### src/hdl/ethernet_ip_header_classifier_defines.svh
// Assertion macros shared by the classifier RTL.
`ifndef ETHERNET_IP_HEADER_CLASSIFIER_DEFINES_SVH
`define ETHERNET_IP_HEADER_CLASSIFIER_DEFINES_SVH

`ifndef SYNTHESIS
`define EIPHC_ASSERT_IMPL(lbl, clk, rst_n, ante, cons) \
  lbl: assert property (@(posedge clk) disable iff (!rst_n) (ante) |-> (cons)) \
    else $error("classifier check failed in the same cycle");
`define EIPHC_ASSERT_NEXT(lbl, clk, rst_n, ante, cons) \
  lbl: assert property (@(posedge clk) disable iff (!rst_n) (ante) |=> (cons)) \
    else $error("classifier check failed one cycle later");
`else
`define EIPHC_ASSERT_IMPL(lbl, clk, rst_n, ante, cons)
`define EIPHC_ASSERT_NEXT(lbl, clk, rst_n, ante, cons)
`endif

`endif

### src/hdl/eiphc_pkg.sv
package eiphc_pkg;

  typedef enum logic [2:0] {
    CLASS_IP      = 3'd0,
    CLASS_ARP     = 3'd1,
    CLASS_STP     = 3'd2,
    CLASS_CDP     = 3'd3,
    CLASS_IPX     = 3'd4,
    CLASS_UNKNOWN = 3'd5
  } frame_class_e;

  localparam logic [15:0] ETHERTYPE_IP    = 16'h0800;
  localparam logic [15:0] ETHERTYPE_ARP   = 16'h0806;
  localparam logic [15:0] ETHERTYPE_STP   = 16'h0026;
  localparam logic [15:0] ETHERTYPE_CDP   = 16'h012c;
  localparam logic [15:0] ETHERTYPE_IPX_0 = 16'h002c;
  localparam logic [15:0] ETHERTYPE_IPX_1 = 16'h0054;
  localparam logic [15:0] ETHERTYPE_IPX_2 = 16'h00be;
  localparam logic [15:0] ETHERTYPE_IPX_3 = 16'h00dc;
  localparam logic [15:0] ETHERTYPE_IPX_4 = 16'h00ca;
  localparam logic [15:0] ETHERTYPE_IPX_5 = 16'h00c2;
  localparam logic [15:0] ETHERTYPE_IPX_6 = 16'h00a4;
  localparam logic [15:0] ETHERTYPE_IPX_7 = 16'h00c0;

  localparam logic [7:0] PROTO_ICMP = 8'd1;
  localparam logic [7:0] PROTO_IGMP = 8'd2;
  localparam logic [7:0] PROTO_TCP  = 8'd6;
  localparam logic [7:0] PROTO_UDP  = 8'd17;

  localparam logic [15:0] POS_TYPE_HI    = 16'd12;
  localparam logic [15:0] POS_TYPE_LO    = 16'd13;
  localparam logic [15:0] POS_L3_START   = 16'd14;
  localparam logic [15:0] POS_PROTOCOL   = 16'd23;
  localparam logic [15:0] POS_IP_SRC_LO  = 16'd26;
  localparam logic [15:0] POS_IP_SRC_HI  = 16'd29;
  localparam logic [15:0] POS_IP_DST_LO  = 16'd30;
  localparam logic [15:0] POS_IP_DST_HI  = 16'd33;
  localparam logic [15:0] POS_ARP_OP_HI  = 16'd20;
  localparam logic [15:0] POS_ARP_OP_LO  = 16'd21;
  localparam logic [15:0] POS_ARP_SRC_LO = 16'd28;
  localparam logic [15:0] POS_ARP_SRC_HI = 16'd31;
  localparam logic [15:0] POS_ARP_DST_LO = 16'd38;
  localparam logic [15:0] POS_ARP_DST_HI = 16'd41;
  localparam logic [6:0]  TRANSPORT_BASE = 7'd14;

  localparam logic [3:0] SEEN_TYPE  = 4'b0001;
  localparam logic [3:0] SEEN_ADDR  = 4'b0010;
  localparam logic [3:0] SEEN_PORTS = 4'b0100;
  localparam logic [3:0] SEEN_MSG   = 4'b1000;

  typedef struct packed {
    logic [7:0] data_byte;
    logic       end_of_frame;
  } in_item_t;

  typedef struct packed {
    logic [2:0]  frame_class;
    logic [7:0]  protocol;
    logic [31:0] source_address;
    logic [31:0] destination_address;
    logic [15:0] source_port;
    logic [15:0] destination_port;
    logic        ports_valid;
    logic [15:0] arp_operation;
    logic        message_known;
    logic [3:0]  message_index;
    logic        truncated;
  } out_item_t;

  typedef struct packed {
    logic       known;
    logic [3:0] index;
  } msg_lookup_t;

  function automatic frame_class_e class_of(input logic [15:0] t);
    frame_class_e c;
    case (t)
      ETHERTYPE_IP:    c = CLASS_IP;
      ETHERTYPE_ARP:   c = CLASS_ARP;
      ETHERTYPE_STP:   c = CLASS_STP;
      ETHERTYPE_CDP:   c = CLASS_CDP;
      ETHERTYPE_IPX_0, ETHERTYPE_IPX_1, ETHERTYPE_IPX_2, ETHERTYPE_IPX_3,
      ETHERTYPE_IPX_4, ETHERTYPE_IPX_5, ETHERTYPE_IPX_6, ETHERTYPE_IPX_7:
        c = CLASS_IPX;
      default:         c = CLASS_UNKNOWN;
    endcase
    return c;
  endfunction

  function automatic msg_lookup_t icmp_lookup(input logic [7:0] v);
    msg_lookup_t r;
    r.known = 1'b1;
    case (v)
      8'd0:    r.index = 4'd0;
      8'd3:    r.index = 4'd1;
      8'd4:    r.index = 4'd2;
      8'd5:    r.index = 4'd3;
      8'd6:    r.index = 4'd4;
      8'd8:    r.index = 4'd5;
      8'd9:    r.index = 4'd6;
      8'd10:   r.index = 4'd7;
      8'd11:   r.index = 4'd8;
      8'd12:   r.index = 4'd9;
      8'd13:   r.index = 4'd10;
      8'd14:   r.index = 4'd11;
      8'd15:   r.index = 4'd12;
      8'd16:   r.index = 4'd13;
      8'd17:   r.index = 4'd14;
      8'd18:   r.index = 4'd15;
      default: begin
        r.known = 1'b0;
        r.index = 4'd0;
      end
    endcase
    return r;
  endfunction

  function automatic msg_lookup_t igmp_lookup(input logic [7:0] v);
    msg_lookup_t r;
    r.known = 1'b1;
    case (v)
      8'h11:   r.index = 4'd0;
      8'h12:   r.index = 4'd1;
      8'h13:   r.index = 4'd2;
      8'h14:   r.index = 4'd3;
      8'h15:   r.index = 4'd4;
      8'h16:   r.index = 4'd5;
      8'h17:   r.index = 4'd6;
      8'h1e:   r.index = 4'd7;
      8'h1f:   r.index = 4'd8;
      8'h22:   r.index = 4'd9;
      8'h24:   r.index = 4'd10;
      8'h25:   r.index = 4'd11;
      8'h26:   r.index = 4'd12;
      default: begin
        r.known = 1'b0;
        r.index = 4'd0;
      end
    endcase
    return r;
  endfunction

endpackage

### src/hdl/ethernet_ip_header_classifier.sv
// Frame bytes enter one per clock while in_stall_o is low, starting at the
// destination MAC, and a transaction is accepted in every cycle in which
// in_valid_i is high and in_stall_o is low. The byte that carries end_of_frame
// produces one summary transaction on the output in the cycle after it is
// accepted, from a single result register; all other bytes produce none. The
// input is stalled only while that result register holds an untaken summary
// and out_stall_i is high, so frames may follow each other without a gap.
`include "ethernet_ip_header_classifier_defines.svh"

module ethernet_ip_header_classifier
  import eiphc_pkg::*;
(
  input  logic      clk_i,
  input  logic      rst_ni,
  input  logic      in_valid_i,
  output logic      in_stall_o,
  input  in_item_t  in_data_i,
  output logic      out_valid_o,
  input  logic      out_stall_i,
  output out_item_t out_data_o
);

  typedef struct packed {
    logic [15:0] byte_position;
    logic [15:0] ether_type_word;
    logic [6:0]  transport_offset;
    logic [7:0]  protocol_held;
    logic [31:0] source_held;
    logic [31:0] destination_held;
    logic [31:0] ports_held;
    logic [15:0] operation_held;
    logic [7:0]  message_type_held;
    logic [3:0]  fields_seen;
  } frame_state_t;

  frame_state_t state_q, state_d, upd;
  out_item_t    out_q, res;
  logic         out_valid_q, out_valid_d;
  logic         in_accept;
  frame_class_e cls;
  logic [7:0]   b;
  logic [15:0]  pos;
  logic [15:0]  tr_lo, tr_hi;
  logic         tcpudp, msg;
  msg_lookup_t  icmp_r, igmp_r;

  assign in_stall_o = out_valid_q && out_stall_i;
  assign in_accept  = in_valid_i && !in_stall_o;
  assign b          = in_data_i.data_byte;
  assign pos        = state_q.byte_position;

  always_comb begin
    upd = state_q;
    if (pos == POS_TYPE_HI) begin
      upd.ether_type_word = {b, state_q.ether_type_word[7:0]};
    end
    if (pos == POS_TYPE_LO) begin
      upd.ether_type_word = {state_q.ether_type_word[15:8], b};
      upd.fields_seen     = state_q.fields_seen | SEEN_TYPE;
    end
    cls = ((upd.fields_seen & SEEN_TYPE) != 4'd0) ? class_of(upd.ether_type_word)
                                                 : CLASS_UNKNOWN;
    if (pos == POS_L3_START && cls != CLASS_ARP && cls != CLASS_UNKNOWN) begin
      upd.transport_offset = TRANSPORT_BASE + {1'b0, b[3:0], 2'b00};
    end
    tr_lo = {9'd0, upd.transport_offset};
    tr_hi = tr_lo + 16'd3;

    if (pos >= POS_L3_START && cls == CLASS_ARP) begin
      if (pos == POS_ARP_OP_HI || pos == POS_ARP_OP_LO) begin
        upd.operation_held = {state_q.operation_held[7:0], b};
      end
      if (pos >= POS_ARP_SRC_LO && pos <= POS_ARP_SRC_HI) begin
        upd.source_held = {state_q.source_held[23:0], b};
      end
      if (pos >= POS_ARP_DST_LO && pos <= POS_ARP_DST_HI) begin
        upd.destination_held = {state_q.destination_held[23:0], b};
      end
      if (pos == POS_ARP_DST_HI) begin
        upd.fields_seen = upd.fields_seen | SEEN_ADDR;
      end
    end else if (pos >= POS_L3_START && cls != CLASS_UNKNOWN) begin
      if (pos == POS_PROTOCOL) begin
        upd.protocol_held = b;
      end
      if (pos >= POS_IP_SRC_LO && pos <= POS_IP_SRC_HI) begin
        upd.source_held = {state_q.source_held[23:0], b};
      end
      if (pos >= POS_IP_DST_LO && pos <= POS_IP_DST_HI) begin
        upd.destination_held = {state_q.destination_held[23:0], b};
      end
      if (pos == POS_IP_DST_HI) begin
        upd.fields_seen = upd.fields_seen | SEEN_ADDR;
      end
      if (pos >= tr_lo && pos <= tr_hi) begin
        upd.ports_held = {state_q.ports_held[23:0], b};
        if (pos == tr_lo) begin
          upd.message_type_held = b;
          upd.fields_seen       = upd.fields_seen | SEEN_MSG;
        end
        if (pos == tr_hi) begin
          upd.fields_seen = upd.fields_seen | SEEN_PORTS;
        end
      end
    end

    upd.byte_position = (pos != 16'hffff) ? pos + 16'd1 : pos;
  end

  // The last byte of a frame returns every field to its reset value.
  assign state_d = in_data_i.end_of_frame ? '0 : upd;

  assign tcpudp = upd.protocol_held == PROTO_TCP || upd.protocol_held == PROTO_UDP;
  assign msg    = upd.protocol_held == PROTO_ICMP || upd.protocol_held == PROTO_IGMP;
  assign icmp_r = icmp_lookup(upd.message_type_held);
  assign igmp_r = igmp_lookup(upd.message_type_held);

  always_comb begin
    res             = '0;
    res.frame_class = cls;
    if ((upd.fields_seen & SEEN_TYPE) == 4'd0) begin
      res.truncated = 1'b1;
    end else if (cls == CLASS_ARP) begin
      if ((upd.fields_seen & SEEN_ADDR) == 4'd0) begin
        res.truncated = 1'b1;
      end else begin
        res.source_address      = upd.source_held;
        res.destination_address = upd.destination_held;
        res.arp_operation       = upd.operation_held;
      end
    end else if (cls != CLASS_UNKNOWN) begin
      if ((upd.fields_seen & SEEN_ADDR) == 4'd0 ||
          (tcpudp && (upd.fields_seen & SEEN_PORTS) == 4'd0) ||
          (msg && (upd.fields_seen & SEEN_MSG) == 4'd0)) begin
        res.truncated = 1'b1;
      end else begin
        res.protocol            = upd.protocol_held;
        res.source_address      = upd.source_held;
        res.destination_address = upd.destination_held;
        if (tcpudp) begin
          res.source_port      = upd.ports_held[31:16];
          res.destination_port = upd.ports_held[15:0];
          res.ports_valid      = 1'b1;
        end
        if (upd.protocol_held == PROTO_ICMP) begin
          res.message_known = icmp_r.known;
          res.message_index = icmp_r.index;
        end
        if (upd.protocol_held == PROTO_IGMP) begin
          res.message_known = igmp_r.known;
          res.message_index = igmp_r.index;
        end
      end
    end
  end

  assign out_valid_d = (in_accept && in_data_i.end_of_frame) ||
                       (out_valid_q && out_stall_i);

  always_ff @(posedge clk_i or negedge rst_ni) begin
    if (!rst_ni) begin
      state_q     <= '0;
      out_valid_q <= 1'b0;
    end else begin
      if (in_accept) begin
        state_q <= state_d;
      end
      out_valid_q <= out_valid_d;
    end
  end

  always_ff @(posedge clk_i) begin
    if (in_accept && in_data_i.end_of_frame) begin
      out_q <= res;
    end
  end

  assign out_valid_o = out_valid_q;
  assign out_data_o  = out_q;

  `EIPHC_ASSERT_NEXT(a_eof_gives_result, clk_i, rst_ni, in_accept && in_data_i.end_of_frame, out_valid_q)
  `EIPHC_ASSERT_NEXT(a_eof_clears_state, clk_i, rst_ni, in_accept && in_data_i.end_of_frame, state_q.byte_position == 16'd0 && state_q.fields_seen == 4'd0)
  `EIPHC_ASSERT_IMPL(a_truncated_is_bare, clk_i, rst_ni, out_valid_q && out_q.truncated, out_q.protocol == 8'd0 && out_q.source_address == 32'd0 && out_q.destination_address == 32'd0 && !out_q.ports_valid && out_q.arp_operation == 16'd0 && !out_q.message_known)
  `EIPHC_ASSERT_IMPL(a_ports_need_tcpudp, clk_i, rst_ni, out_valid_q && out_q.ports_valid, out_q.protocol == PROTO_TCP || out_q.protocol == PROTO_UDP)
  `EIPHC_ASSERT_IMPL(a_message_needs_proto, clk_i, rst_ni, out_valid_q && out_q.message_known, out_q.protocol == PROTO_ICMP || (out_q.protocol == PROTO_IGMP && out_q.message_index <= 4'd12))

endmodule
### config.mk
export PLATFORM = sky130hd
export DESIGN_NAME = ethernet_ip_header_classifier
export DESIGN_NICKNAME = d
export VERILOG_FILES = /design/src/hdl/eiphc_pkg.sv /design/src/hdl/ethernet_ip_header_classifier.sv
export VERILOG_INCLUDE_DIRS = /design/src /design/src/hdl
export SDC_FILE = /design/constraint.sdc
export NUM_CORES = 1
export LEC_CHECK = 0
export BUFFER_PORTS_ARGS = -buffer_cell sky130_fd_sc_hd__clkbuf_2
export CAP_MARGIN = 25
export CELL_PAD_IN_SITES_DETAIL_PLACEMENT = 0
export CELL_PAD_IN_SITES_GLOBAL_PLACEMENT = 1
export CORE_UTILIZATION = 40
export DETAILED_ROUTE_END_ITERATION = 6
export GPL_TIMING_DRIVEN = 1
export PLACE_DENSITY_LB_ADDON = 0.15
export RECOVER_POWER = 25
export REMOVE_ABC_BUFFERS = 1
export SYNTH_ARGS = -nofsm -noshare
export SYNTH_HDL_FRONTEND = slang
export SYNTH_SLANG_ARGS = --single-unit
### constraint.sdc
create_clock -name clk_i -period 7.64 [get_ports clk_i]
set_input_delay 0 -clock clk_i [delete_from_list [all_inputs] [get_ports clk_i]]
set_output_delay 0 -clock clk_i [all_outputs]
set_load 0.02 [all_outputs]
# == Yosys cells after proc, flatten, opt, wreduce, memory -nomap -nowiden ==
# Index checks and enable logic that the tools add are counted.
# totals
output_inout_bits,132
romBits,0
elab_cells,172
inputBits,13
reg_bits,302
n_memories,0
mem_bits_rw,0
latchBits,0
# op_classes
n_div,0
n_mul,0
muxes,43
n_lt_le_gt_ge,11
n_bitwise,3
n_reduce_logical,34
shift,0
add_sub_neg,3
n_eq_ne,56
# ops
op,n
97-bit 2-to-1 mux,2
32-bit 2-to-1 mux,6
64-bit 2-to-1 mux,3
171-bit 2-to-1 mux,1
104-bit 2-to-1 mux,1
16-bit by 8-bit equality test with 1-bit output (second input constant),6
8-bit by 5-bit equality test with 1-bit output (second input constant),11
16-bit 2-to-1 mux,5
16-bit by 6-bit equality test with 1-bit output (second input constant),4
8-bit by 4-bit equality test with 1-bit output (second input constant),8
4-bit case mux with 15 select lines,1
16-bit by 4-bit equality test with 1-bit output (second input constant),3
16-bit by 5-bit equality test with 1-bit output (second input constant),3
16-bit by 5-bit greater-or-equal comparator with 1-bit output (second input constant),3
4-bit case mux with 12 select lines,1
12-bit 2-to-1 mux,3
33-bit 2-to-1 mux,1
16-bit by 12-bit equality test with 1-bit output (second input constant),2
8-bit by 3-bit equality test with 1-bit output (second input constant),4
8-bit by 6-bit equality test with 1-bit output (second input constant),4
16-bit by 5-bit less-or-equal comparator with 1-bit output (second input constant),2
16-bit by 6-bit less-or-equal comparator with 1-bit output (second input constant),2
8-bit 2-to-1 mux,3
16-bit by 1-bit adder with 16-bit output (second input constant),1
other kinds (37),70

# == Longest topological paths before layout ==
# depth
depth_word,25
ltp_mapped,28
ltp_nobuf,23

# == Least setup slack after synthesis ==
# OpenSTA, ideal clock, no wires.
# synth_path
kind,reg2reg
startpoint,register state_q (netlist bit pos[1])
endpoint,register out_q (netlist bit out_data_o[2]) (data pin)
period_less_slack_ns,5.790
t_arrival_ns,5.532
path_slack_ns,1.850
required_time_ns,7.381
stages_incl_launch_ff,26
path_buffers,4
setup_ns,0.259
path_cell_list,dfrtp_1 -> clkbuf_1 -> inv_1 -> ha_1 -> and3_1 -> and4_1 -> clkbuf_1 -> nor4_1 -> o21ai_1 -> o21a_2 -> a21oi_1 -> and2_1 -> buf_2 -> mux2i_1 -> xor2_1 -> ha_1 -> a21o_1 -> a21o_1 -> a21oi_1 -> a21oi_1 -> a2111oi_2 -> buf_4 -> mux2_2 -> o31ai_1 -> o21bai_1 -> a21oi_1
# synth_between
elab_chain_cells,22
word_cells_on_any_way,96
cone_classes,1 x add/sub; 3 x order compare; 53 x eq/ne; 21 x mux; 1 x bitwise; 17 x reduce/logical
# synth_rtl
item,line_no,source
start: declaration,ethernet_ip_header_classifier.sv:36,"frame_state_t state_q, state_d, upd;"
start signal: assignment,ethernet_ip_header_classifier.sv:166,state_q <= state_d;
"parallel branches: the longest is 22 deep, another holds 7-bit by 2-bit adder with 8-bit output",--,
end signal: assignment,ethernet_ip_header_classifier.sv:174,out_q <= res;
end: declaration,ethernet_ip_header_classifier.sv:37,"out_item_t out_q, res;"
# Several ways; the timed one is not identified.
# A chain may end at the register's enable or synchronous reset.

# == Worst setup path after layout ==
# Same ends and word-level chain as after synthesis.

==> out/summary.txt <==
outcome - finished, violations left
failing checks - capacitance limit, slew limit
clock period minus worst slack - 6.94 ns
vias in the first global route - 11816
total power per unit cell area - 209 nW/um2
flops & latches, synth - 302
Cell Rows - 71
maxcap violations - 3
DR top layer - met4
RSZ-0062 raised after global routing - false
clock power share - 0.455
switching power - 943 uW
Post-DP HPWL - 29000 um
Core ar. - 37800 um2
Routed WL per cell - 19.9 um
fmax - 0.144 GHz
worst slew pin tran - 3.86 ns
CTS Sinks - 302
drt first pass iters - 5
P_int - 2800 uW
top post-synthesis cells by area - dfrtp_1 28%, edfxtp_1 25%, nand2_1 9.1%
sequential share of the synthesized area - 0.530
synthesized area per cell - 9.83 um2
WP data required - 8.05 ns
global-route wire length before repair - 69700 um
crit share post-route - 0.908
Logic pwr share - 0.074
setup TNS - 0 ns
Synthesis Warnings - 0
layout cells sized above 1 - 0.176
Reg2Reg Launch Point - pos[1]$_DFFE_PN0P_
routability congestion estimate - 0.892
initial antenna violation count - 0
via count - 12313
# resized after CTS - 0
number of synthesized flops with an enable pin - 130
Routed Antenna Nets - 0
die width - 199 um
main flop type after synthesis - dfrtp_1
setup bufs post-CTS - 0
synthesized instance count - 1574
DRC errors left - 0
met2 wire len - 20600 um
CTS root buffer - clkbuf_16
area grow syn2layout - 16.0%
CTS tree - done
non-filler cells, final - 2233
Leak - 0.00672 uW
DIE HEIGHT - 199 um
vias per inst - 5.51
Commonest cells post-synth - 377 x nand2_1, 172 x dfrtp_1, 130 x edfxtp_1
Slew HR - -1.57
final net count - 1728
Final Hold Fails - 0
total CTS buffers - 36
Ant. Diodes - 0
wl on met1 - 21200 um
Initial Utilization - 0.409
Synth top area share - 0.278
switching share of total power - 0.252
clock latency on the worst-skew pair - 0.56 ns
Worst-path clk slew - 0.06 ns
element type at the critical path end - flip-flop
grt ovf - 0
placed insts - 2161
final wirelength - 44400 um
Cell Area, Synth - 15500 um2
Post-synth ARST share - 0.570
clock skew - 0.0319 ns
Final setup viols - 0
Worst VDD drop - 0.000142 V
CP Class - reg -> reg
HP Start - in_data_i[8]
Design Area, Final - 18000 um2
HP Class - in -> reg
GRT Overall Usage - 0.229
worst path arrival time - 7.34 ns
Critical Path Start - pos[1]$_DFFE_PN0P_
Startpoint Class - flip-flop
top cell type by total area after synthesis - dfrtp_1
CP Max Fanout - 37
CTS max path bufs - 3
Slew Limit Fails - 175
Seq pwr share - 0.471
Ports - 145
DR WL met3 - 1890 um
Placed Area - 16700 um2
largest net degree at the start of global routing - 91
DIE AREA - 39500 um2
Final Util - 0.474
DR iter-0 viols - 1034
most frequent cell after synthesis - nand2_1
port bufs - 144
count of cell types in the netlist - 81
CTS H-tree lvls - 2
## cell usage in the layout, fill, tap and decap left out, drive strengths merged, types with 8 or more instances in the layout
| master | netlist | layout |
|---|---|---|
| ha | 20 | 20 |
| clkinv | 0 | 11 |
| a21o | 9 | 9 |
| nor2 | 67 | 67 |
| edfxtp | 130 | 130 |
| nor2b | 16 | 16 |
| xnor2 | 11 | 11 |
| a21boi | 32 | 32 |
| mux2i | 25 | 25 |
| nand3 | 34 | 34 |
| a21oi | 153 | 153 |
| inv | 22 | 25 |
| nand2 | 377 | 377 |
| nor4 | 18 | 18 |
| xor2 | 16 | 16 |
| nor3 | 23 | 23 |
| buf | 30 | 42 |
| o21ai | 111 | 111 |
| and2 | 9 | 9 |
| dfrtp | 172 | 172 |
| clkbuf | 80 | 195 |
| a31oi | 13 | 13 |
| a22o | 73 | 73 |
| o31ai | 8 | 8 |
| nand4 | 15 | 15 |
## worst max-delay path, cell delays in order (launching register included)
cell	delay [ns]
dfrtp_1	0.53
inv_1	0.19
ha_1	0.31
nand4b_1	0.26
nor4_4	0.36
mux2i_1	0.40
o31ai_1	0.15
a31o_2	0.28
a21oi_1	0.51
and2_1	0.41
mux2i_1	0.29
buf_4	0.17
xor2_1	0.14
ha_1	0.26
a21o_1	0.16
a21o_1	0.16
a21oi_1	0.13
a21oi_1	0.17
a2111oi_4	0.40
buf_4	0.44
mux2_2	0.40
o21ba_2	0.26
a21bo_2	0.23
a21oi_1	0.16
## per-stage QoR
| stage | hold WS [ns] | power (uW) | worst slack, ns |
|---|---|---|---|
| 2_1_floorplan | -0.296 | 1940 | -1.74 |
| 3_3_place_gp | -0.0182 | 2070 | 0.683 |
| 3_5_place_dp | -0.0157 | 2070 | 0.444 |
| 4_1_cts | 0.0208 | 3800 | 0.391 |
| 5_1_grt | 0.0651 | 3880 | 0.0807 |
| 6_report | 0.0506 | 3750 | 0.702 |
## final timing paths
path | endpoint | slack (ns) | cells after the start
worst min-delay path | out_data_o[94]$_SDFFCE_PP0P_ | 0.05 | 3
worst max-delay path | out_data_o[2]$_SDFFCE_PP0P_ | 0.70 | 23
max in group asynchronous | state_q[15]$_DFFE_PN0P_ | 3.68 | 3
worst min register to register | state_q[59]$_DFFE_PN0P_ | 0.48 | 2
worst max register to register | out_data_o[2]$_SDFFCE_PP0P_ | 0.70 | 23
min in group asynchronous | state_q[114]$_DFFE_PN0P_ | 1.26 | 3
## cell families after synthesis
logic type / Yosys count / share of synthesized area
flops: 302 / 0.530
fa+ha+maj: 21 / 0.0168
mux: 30 / 0.0198
compound gates: 444 / 0.197
xor+xnor: 27 / 0.0153
simple gates: 618 / 0.183
buf+inv: 132 / 0.0369
## timing repair
action                     CTS  global route
hold endpoints to repair    52             0
hold buffers                 5             0
setup endpoints to repair    0             0
## flip-flops by register name, summed over array words and instances (netlist names)
signal       cells
pos             16
out_valid_o      1
state_q        155
out_data_o     130
## layer usage
metal	vias up	global-route usage
li1	5898	-
met4	0	0.0652
met2	294	0.361
met1	6068	0.331
met5	-	0
met3	53	0.0295
## layout make-up
cell class | instances | area [um2]
Clock buffer | 48 | 996
Clock inverter | 17 | 176
Fill cell | 3700 | 19900
Inverter | 22 | 87.6
Multi-Input combinational cell | 1140 | 6740
Sequential cell | 302 | 8210
Tap cell | 511 | 639
Timing Repair Buffer | 193 | 1110
## power groups by stage
stage	clock network [uW]	registers (uW)	logic (uW)
after CTS	1750	1760	283
after global placement	0	1790	277
after global routing	1810	1770	303
after detailed placement	0	1800	278
after floorplan	0	1830	104
final	1710	1760	276
Power figures use the tool's default switching activity.
